$ cat src/hdl/kcl_pkg.sv
// types, codes and reset constants of the keypad combination lock
`default_nettype none

package kcl_pkg;

    localparam int CODE_DIGITS_DEF = 5;
    localparam int CFG_IDX_W       = 8;
    localparam int CFG_DATA_W      = 32;

    localparam logic [31:0] TIMEOUT_RST    = 32'd60000000;
    localparam logic [3:0]  FAIL_LIMIT_RST = 4'd3;
    localparam logic [3:0]  FAIL_MAX       = 4'd15;

    localparam logic [3:0] KEY_LOCK    = 4'd1;
    localparam logic [3:0] KEY_NEWCODE = 4'd2;

    localparam logic [CFG_IDX_W-1:0] REG_TIMEOUT    = 8'd0;
    localparam logic [CFG_IDX_W-1:0] REG_FAIL_LIMIT = 8'd1;

    typedef enum logic [1:0] {
        MODE_UNLOCKED = 2'd0,
        MODE_LOCKED   = 2'd1,
        MODE_NEWCODE  = 2'd2,
        MODE_LOCKOUT  = 2'd3
    } mode_t;

    typedef enum logic [2:0] {
        EV_NONE    = 3'd0,
        EV_UNLOCK  = 3'd1,
        EV_WRONG   = 3'd2,
        EV_TIMEOUT = 3'd3,
        EV_CHANGED = 3'd4,
        EV_KEPT    = 3'd5
    } event_t;

    // factory code 2,4,1,5,3, zero past the fifth digit
    function automatic logic [3:0] reset_digit(input int idx);
        logic [3:0] d;
        case (idx)
            0:       d = 4'd2;
            1:       d = 4'd4;
            2:       d = 4'd1;
            3:       d = 4'd5;
            4:       d = 4'd3;
            default: d = 4'd0;
        endcase
        return d;
    endfunction

endpackage

`default_nettype wire

$ cat src/hdl/keypad_combination_lock_top.sv
// keypad combination lock: key and tick items in, one status item out per input item
// result path: an accepted item is held in the input register, its result in the result register
// throughput: one item per cycle; the whole state update is one pass of compare/count logic
// back pressure: s_tready follows the result register, so a stalled result holds one item
// reset: aresetn synchronous active low; code back to 2,4,1,5,3, mode unlocked, counts cleared
// reset: timeout_ticks back to 60000000 and failure_limit back to 3
`default_nettype none

module keypad_combination_lock_top #(
    parameter int CODE_DIGITS = kcl_pkg::CODE_DIGITS_DEF
) (
    input  wire                            aclk,
    input  wire                            aresetn,
    // configuration write channel
    input  wire                            cfg_valid,
    output logic                           cfg_ready,
    input  wire  [kcl_pkg::CFG_IDX_W-1:0]  cfg_index,
    input  wire  [kcl_pkg::CFG_DATA_W-1:0] cfg_data,
    // input items
    input  wire                            s_tvalid,
    output logic                           s_tready,
    input  wire  [7:0]                     s_tdata,   // [3:0] key, [7:4] zero
    input  wire                            s_tuser,   // [0] mode (0 key press, 1 tick)
    // result items
    output logic                           m_tvalid,
    input  wire                            m_tready,
    output logic [15:0]                    m_tdata    // [1:0] lock_mode, [4:2] event_res,
                                                      // [5] lock_led, [9:6] failures,
                                                      // [15:10] zero
);
    import kcl_pkg::*;

    // position counter width, at least one bit
    localparam int POS_W = (CODE_DIGITS > 1) ? $clog2(CODE_DIGITS) : 1;
    localparam logic [POS_W-1:0] POS_LAST = POS_W'(CODE_DIGITS - 1);

    // configuration registers
    logic [31:0] timeout_ticks_reg;
    logic [3:0]  failure_limit_reg;

    // input register
    logic        in_valid_reg;
    logic        in_tick_reg;
    logic [3:0]  in_key_reg;

    // lock state
    mode_t            mode_reg, mode_next;
    logic [POS_W-1:0] pos_reg, pos_next;
    logic [3:0]       fail_reg, fail_next;
    logic             phase_reg, phase_next;
    logic             mism_reg, mism_next;
    logic [31:0]      tick_reg, tick_next;
    logic             running_reg, running_next;
    logic [3:0]       stored_code_reg [CODE_DIGITS];
    logic [3:0]       first_entry_reg [CODE_DIGITS];

    // result register
    logic        m_valid_reg;
    mode_t       res_mode_reg;
    event_t      res_event_reg;
    logic        res_led_reg;
    logic [3:0]  res_fail_reg;

    // pipeline control
    logic        out_free;
    logic        advance;

    // per-item logic
    event_t      ev;
    logic        fe_we;
    logic        code_copy;
    logic        last_digit;
    logic [3:0]  code_digit;
    logic [3:0]  entry_digit;
    logic [3:0]  fail_inc;
    logic [31:0] tick_inc;
    logic        mism_any;

    assign cfg_ready = 1'b1;

    // the result slot is free when empty or being taken this cycle
    assign out_free = !m_valid_reg || m_tready;
    assign advance  = in_valid_reg && out_free;
    assign s_tready = !in_valid_reg || out_free;

    assign last_digit  = (pos_reg == POS_LAST);
    assign code_digit  = stored_code_reg[pos_reg];
    assign entry_digit = first_entry_reg[pos_reg];
    assign fail_inc    = (fail_reg == FAIL_MAX) ? fail_reg : fail_reg + 4'd1;
    assign tick_inc    = tick_reg + 32'd1;
    assign mism_any    = mism_reg || (in_key_reg != entry_digit);

    // next state for the item in the input register
    always_comb begin
        mode_next    = mode_reg;
        pos_next     = pos_reg;
        fail_next    = fail_reg;
        phase_next   = phase_reg;
        mism_next    = mism_reg;
        tick_next    = tick_reg;
        running_next = running_reg;
        ev           = EV_NONE;
        fe_we        = 1'b0;
        code_copy    = 1'b0;
        if (advance) begin
            unique case (mode_reg)
                MODE_UNLOCKED: begin
                    if (!in_tick_reg) begin
                        if (in_key_reg == KEY_LOCK) begin
                            mode_next    = MODE_LOCKED;
                            pos_next     = '0;
                            running_next = 1'b0;
                            tick_next    = '0;
                        end else if (in_key_reg == KEY_NEWCODE) begin
                            mode_next    = MODE_NEWCODE;
                            pos_next     = '0;
                            running_next = 1'b0;
                            tick_next    = '0;
                            phase_next   = 1'b0;
                            mism_next    = 1'b0;
                        end
                    end
                end
                MODE_LOCKED: begin
                    if (!in_tick_reg) begin
                        // first digit of an attempt starts the entry timer
                        if (pos_reg == '0) begin
                            running_next = 1'b1;
                            tick_next    = '0;
                        end
                        if (in_key_reg == code_digit) begin
                            if (last_digit) begin
                                mode_next    = MODE_UNLOCKED;
                                pos_next     = '0;
                                running_next = 1'b0;
                                tick_next    = '0;
                                fail_next    = '0;
                                ev           = EV_UNLOCK;
                            end else begin
                                pos_next = pos_reg + POS_W'(1);
                            end
                        end else begin
                            pos_next     = '0;
                            running_next = 1'b0;
                            tick_next    = '0;
                            fail_next    = fail_inc;
                            ev           = EV_WRONG;
                            if (fail_inc >= failure_limit_reg) begin
                                mode_next = MODE_LOCKOUT;
                            end
                        end
                    end else if (running_reg) begin
                        tick_next = tick_inc;
                        if (tick_inc >= timeout_ticks_reg) begin
                            pos_next     = '0;
                            running_next = 1'b0;
                            tick_next    = '0;
                            ev           = EV_TIMEOUT;
                        end
                    end
                end
                MODE_NEWCODE: begin
                    if (!in_tick_reg) begin
                        if (!phase_reg) begin
                            fe_we = 1'b1;
                            if (last_digit) begin
                                phase_next = 1'b1;
                                pos_next   = '0;
                            end else begin
                                pos_next = pos_reg + POS_W'(1);
                            end
                        end else if (!last_digit) begin
                            mism_next = mism_any;
                            pos_next  = pos_reg + POS_W'(1);
                        end else begin
                            pos_next   = '0;
                            phase_next = 1'b0;
                            mism_next  = 1'b0;
                            mode_next  = MODE_UNLOCKED;
                            if (!mism_any) begin
                                code_copy = 1'b1;
                                ev        = EV_CHANGED;
                            end else begin
                                ev = EV_KEPT;
                            end
                        end
                    end
                end
                MODE_LOCKOUT: begin
                    // held until reset
                end
            endcase
        end
    end

    // control, state and result registers
    always_ff @(posedge aclk) begin
        if (!aresetn) begin
            timeout_ticks_reg <= TIMEOUT_RST;
            failure_limit_reg <= FAIL_LIMIT_RST;
            in_valid_reg      <= 1'b0;
            mode_reg          <= MODE_UNLOCKED;
            pos_reg           <= '0;
            fail_reg          <= '0;
            phase_reg         <= 1'b0;
            mism_reg          <= 1'b0;
            tick_reg          <= '0;
            running_reg       <= 1'b0;
            for (int i = 0; i < CODE_DIGITS; i++) begin
                stored_code_reg[i] <= reset_digit(i);
            end
            m_valid_reg       <= 1'b0;
        end else begin
            if (cfg_valid) begin
                unique case (cfg_index)
                    REG_TIMEOUT:    timeout_ticks_reg <= cfg_data;
                    REG_FAIL_LIMIT: failure_limit_reg <= cfg_data[3:0];
                    default: begin
                        // unmapped index, write dropped
                    end
                endcase
            end
            if (s_tready) begin
                in_valid_reg <= s_tvalid;
            end
            mode_reg    <= mode_next;
            pos_reg     <= pos_next;
            fail_reg    <= fail_next;
            phase_reg   <= phase_next;
            mism_reg    <= mism_next;
            tick_reg    <= tick_next;
            running_reg <= running_next;
            if (code_copy) begin
                stored_code_reg <= first_entry_reg;
            end
            if (out_free) begin
                m_valid_reg <= in_valid_reg;
            end
        end
    end

    // payload registers, no reset
    always_ff @(posedge aclk) begin
        if (s_tready && s_tvalid) begin
            in_tick_reg <= s_tuser;
            in_key_reg  <= s_tdata[3:0];
        end
        if (fe_we) begin
            first_entry_reg[pos_reg] <= in_key_reg;
        end
        if (advance) begin
            res_mode_reg  <= mode_next;
            res_event_reg <= ev;
            res_led_reg   <= (mode_next == MODE_LOCKED) || (mode_next == MODE_LOCKOUT);
            res_fail_reg  <= fail_next;
        end
    end

    assign m_tvalid = m_valid_reg;
    assign m_tdata  = {6'd0, res_fail_reg, res_led_reg, res_event_reg, res_mode_reg};

endmodule

`default_nettype wire

$ cat config.mk
export PLATFORM = sky130hd
export DESIGN_NAME = keypad_combination_lock_top
export DESIGN_NICKNAME = d
export VERILOG_FILES = /design/src/hdl/kcl_pkg.sv /design/src/hdl/keypad_combination_lock_top.sv
export SDC_FILE = /design/constraint.sdc
export NUM_CORES = 1
export LEC_CHECK = 0
export ABC_AREA = 1
export BUFFER_PORTS_ARGS = -buffer_cell sky130_fd_sc_hd__buf_2
export CELL_PAD_IN_SITES_DETAIL_PLACEMENT = 2
export CELL_PAD_IN_SITES_GLOBAL_PLACEMENT = 2
export CORE_ASPECT_RATIO = 0.7
export CORE_MARGIN = 2
export CORE_UTILIZATION = 38
export CTS_BUF_LIST = sky130_fd_sc_hd__clkbuf_2
export CTS_CLUSTER_SIZE = 20
export DETAILED_ROUTE_END_ITERATION = 8
export GPL_TIMING_DRIVEN = 0
export MAX_ROUTING_LAYER = met4
export PLACE_DENSITY_LB_ADDON = 0.1
export SLEW_MARGIN = 20
export SYNTH_ARGS = -nofsm -noshare
export SYNTH_HDL_FRONTEND = slang
export SYNTH_SLANG_ARGS = --single-unit
$ cat constraint.sdc
create_clock -name aclk -period 5.02 [get_ports aclk]
set_clock_uncertainty 0.1 [all_clocks]
set_input_delay 0.251 -clock aclk [delete_from_list [all_inputs] [get_ports aclk]]
set_output_delay 0.251 -clock aclk [all_outputs]
set_load 0.05 [all_outputs]
## Word level (Yosys, flattened, before mapping)

Cells that the tools add are included.

- Bits in registers: 137
- Logic and storage cells: 164
- Input bits: 54

- Muxes and demuxes: 87
- Bitwise operators: 1
- $lt $le $gt $ge: 4
- $add $sub $neg: 3
- Reduce and logical (&&, ||, !) cells: 22
- Eq/ne operators: 20

Operator list:

| cell | count |
|---|---|
| $mux 32 | 9 |
| $pmux 32 s2 | 1 |
| $mux 4 | 11 |
| $mux 3 | 14 |
| $add 32x1->32 const B | 1 |
| $ge 32x32->1 | 1 |
| $mux 1 | 30 |
| $bmux 4 s3 | 2 |
| $mux 2 | 12 |
| $bwmux 20 | 1 |
| $reduce_and 7->1 | 2 |
| $demux 4 s3 | 1 |
| $reduce_and 6->1 | 2 |
| $ne 2x2->1 const B | 5 |
| $ne 3x3->1 const B | 3 |
| $pmux 3 s3 | 1 |
| $eq 8x1->1 const B | 1 |
| $logic_not 8->1 | 1 |
| $pmux 1 s2 | 3 |
| $pmux 2 s3 | 1 |
| $pmux 3 s2 | 1 |
| $ne 5x5->1 const B | 1 |
| $reduce_and 5->1 | 1 |
| $add 4x1->4 const B | 1 |
| 21 further kinds | 31 |

## Longest topological paths before layout

- Word-level depth: 12
- Gate-level depth with buffers: 21

## Worst setup path after synthesis

No wires, ideal clock.

- Kind: flip-flop to flip-flop
- Start: register tick_reg[3]
- End: register tick_reg[24]
- Arrival time: 2753 ps
- Data required time: 4850 ps
- Stages on the path, launching flop included: 18
- Slack: 2096 ps
- Path buffers: 1
- Clock period less this slack: 2924 ps
- Cell sequence: dfxtp_1 -> inv_1 -> nor3_2 -> nand4_2 -> nor3_2 -> nand2_2 -> nor2_2 -> xor2_1 -> ha_1 -> a21oi_1 -> o21a_1 -> nand2_1 -> a21oi_1 -> nand4_1 -> nor2_4 -> buf_4 -> nand2_1 -> a21oi_1

- Longest elaborated chain between the ends: 6

RTL lines:

| what | RTL line | text |
|---|---|---|
| start: declaration | keypad_combination_lock_top.sv:52 | `logic [31:0] tick_reg, tick_next;` |
| start signal: assignment | keypad_combination_lock_top.sv:231 | `tick_reg <= tick_next;` |
| $add 32x1->32 * | keypad_combination_lock_top.sv:90 | `assign tick_inc = tick_reg + 32'd1;` |
| $ge 32x32->1 | keypad_combination_lock_top.sv:154 | `if (tick_inc >= timeout_ticks_reg) begin` |
| $mux 32 * | keypad_combination_lock_top.sv:154 |  |
| $mux 32 * | keypad_combination_lock_top.sv:152 | `end else if (running_reg) begin` |
| $mux 32 * | keypad_combination_lock_top.sv:125 | `if (!in_tick_reg) begin` |
| $pmux 32 s2 * | keypad_combination_lock_top.sv:106 | `unique case (mode_reg)` |

Every way passes the cells marked *; elsewhere a longest branch is shown, timed or not. The select of a mux whose other input is x is not followed.
A chain may end at the register's enable or synchronous reset.

## Final worst setup path

- Start: register tick_reg[4]
- End: register tick_reg[14]

The elaborated chain is that of the path after synthesis.

==> flow_metrics.env <==
export IMPL_status="completed"
export IMPL_cp_arrival_ns=4.91
export IMPL_fin_util_pct=46.2
export IMPL_clock_latency_ns=0.81
export IMPL_max_stage_delay_ns=0.54
export IMPL_hold_depth=2
export IMPL_vias=7696
export IMPL_post_cts_buffers=0
export IMPL_postCtsHoldBufs=53
export IMPL_syn2layout_area_growth_pct=19.1
export IMPL_synth_distinct_cells=43
export IMPL_cts_tree="yes"
export IMPL_hold_viol_final=0
export IMPL_detail_route_antenna_nets=0
export IMPL_setup_viol=0
export IMPL_mostFrequentLayoutCells="277 x nand2_1, 126 x inv_1, 105 x nor2_1"
export IMPL_yosysSeqAreaShare_pct=39.8
export IMPL_io_pins=73
export IMPL_stdcell_count=1464
export IMPL_r2r_cells=18
export IMPL_drtIter0Drc=466
export IMPL_start_kind="flip-flop"
export IMPL_drt_first_pass_iters=5
export IMPL_core_area_sq_mm=0.0198
export IMPL_ys_seq_elements=136
export IMPL_fin_ws_ns=0.739
export IMPL_dp_hpwl_um=21800
export IMPL_crit_cells=18
export IMPL_cp_max_fo=10
export IMPL_cp_slowest_cell="nor4_1"
export IMPL_netlist_instances=1042
export IMPL_mostFrequentLayoutCell="nand2_1"
export IMPL_rsz0062_at_grt="false"
export IMPL_slew_headroom_pct=30.2
export IMPL_htreeDepth=4
export IMPL_holdWs_ns=0.0550
export IMPL_io_buffers=60
export IMPL_dieWidth_um=174
export IMPL_crit_required_ns=5.64
export IMPL_grt_usage_pct=30.1
export IMPL_grt_pass1_wl_um=47300
export IMPL_clockRootBuffer="clkbuf_2"
export IMPL_rows=43
export IMPL_hold_class="primary input to flip-flop"
export IMPL_worstSetupEndpointType="flip-flop"
export IMPL_pre_cts_slack_ns=1.01
export IMPL_nets=1280
export IMPL_ir_drop_v=0.000275
export IMPL_slew_viol_final=0
export IMPL_critPathTopFamily="simple AND/OR/NAND/NOR gates"
export IMPL_viasPerCell=5.26
export IMPL_crit_buf_inv=3
export IMPL_crit_chain="inv_1, nor4_1, nand2_1, nor2_1, nand2_1, xor2_1, inv_1, ha_1, a21oi_1, nor2_1, nor3_1, nand2_1, a21oi_1, nand4_1, nor2_4, buf_4, nand2_1, a21oi_1"
export IMPL_cellLeakagePower_nw=4.15
export IMPL_nFillCells=2341
export IMPL_wl_per_cell_um=20.8
export IMPL_antenna_found_initial=1
export IMPL_grt_pass1_vias=8317
export IMPL_maxCapViolations=0
export IMPL_cts_buffers=17
export IMPL_drc_errors=0
export IMPL_postPlaceCellArea_sq_mm=0.00834
export IMPL_netlist_area_sq_mm=0.00769
export IMPL_min_period_over_period_pct=85.3
export IMPL_power_mw=2.18
export IMPL_tightest_slew_ns=1.04
export IMPL_critPathMostFrequentCell="nand2_1"
export IMPL_grt_max_degree=17
export IMPL_clock_sinks=136
export IMPL_die_height_um=123
export IMPL_layout_drive_gt1_share_pct=11.9
export IMPL_grt_overflow_total=0
export IMPL_clkTransAtPathRegs_ns=0.25
export IMPL_design_area_sq_mm=0.00916
export IMPL_yosysWarnings=0
export IMPL_fmax_ghz=0.234
export IMPL_initial_core_util_pct=38.8
export IMPL_critPathKind="flip-flop to flip-flop"
export IMPL_timing_setup_tns_ns=0
export IMPL_period_needed_ns=4.28
export IMPL_cts_buffer_depth=2
export IMPL_dp_cells=1377
export IMPL_ctsResizeCount=0
export IMPL_dieArea_sq_mm=0.0214
export IMPL_syn_avg_cell_area_sq_um=7.38
export IMPL_power_density_mw_per_mm2=238
export IMPL_drt_wl_total_um=30400
export IMPL_routabilityCongestion=0.877
[kinds of logic after synthesis]
logic type      share of synthesized area, %
compound gates                          10.5
mux                                    0.146
flops                                   39.8
buf+inv                                 9.83
simple gates                            28.3
fa+ha+maj                               7.49
xor+xnor                                3.76
other cells                           0.0977
[Yosys cell counts, drive strengths merged]
cell    number  area (sq um)
nor2       115           475
xnor2       10          87.6
nor3b        2          15.0
a21oi       84           420
nor4         9          56.3
ha          46           576
nand2      279          1050
nor3        16           100
dfxtp      102          2040
mux2         1          11.3
edfxtp      34          1020
inv        132           495
o21a         3          22.5
xor2        23           201
or2          1          6.26
a211oi       4          30.0
conb         2          7.51
nand3       51           273
o21ai       40           204
o21bai       1          7.51
nand4       26           184
clkbuf      18          67.6
clkinv       1          3.75
o211ai      15           118
o31ai        1          7.51
and2         2          13.8
buf         24           189
[routing by layer]
| layer | GRT usage [%] | routed length [um] |
|---|---|---|
| met1 | 40.8 | 15000 |
| met2 | 47.7 | 13800 |
| met3 | 5.54 | 1370 |
| met4 | 5.88 | 376 |
| met5 | - | 0 |
[where the power goes]
| part | internal [mW] | switching (mW) | leakage [nW] | total (mW) |
|---|---|---|---|---|
| clock | 0.320 | 0.473 | 0.154 | 0.793 |
| sequential | 1.13 | 0.0128 | 1.14 | 1.15 |
| combinational | 0.0839 | 0.154 | 2.86 | 0.238 |
| total | 1.54 | 0.639 | 4.15 | 2.18 |
[cell type report]
| type | instances | area (sq um) | area share, % |
|---|---|---|---|
| flip-flops and latches | 136 | 3060 | 33.5 |
| clock buffers | 17 | 85.1 | 0.929 |
| plain buffers | 42 | 256 | 2.80 |
| well taps | 270 | 338 | 3.69 |
| clock inverters | 15 | 183 | 2.00 |
| repair buffers | 114 | 841 | 9.18 |
| inverters | 133 | 499 | 5.45 |
| multi-input cells | 736 | 3890 | 42.5 |
| diodes | 1 | 2.50 | 0.0273 |
[worst register-to-register path, stage by stage, from the launching register on]
cell and delay, ns:
dfxtp_1 0.44, inv_1 0.11, nor4_1 0.54, nand2_1 0.22
nor2_1 0.34, nand2_1 0.14, xor2_1 0.15, inv_1 0.09
ha_1 0.19, a21oi_1 0.13, nor2_1 0.06, nor3_1 0.24
nand2_1 0.08, a21oi_1 0.23, nand4_1 0.28, nor2_4 0.28
buf_4 0.24, nand2_1 0.08, a21oi_1 0.26
[path summary, 6_finish.rpt]
| kind | end | slack [ns] | start |
|---|---|---|---|
| max reg2reg | tick_reg[14] | 0.74 | tick_reg[4] |
| min reg2reg | timeout_ticks_reg[11] | 0.39 | timeout_ticks_reg[11] |
| min | in_key_reg[3] | 0.06 | s_tdata[3] |
| max | tick_reg[14] | 0.74 | tick_reg[4] |
(Power assumes the default switching activity.)
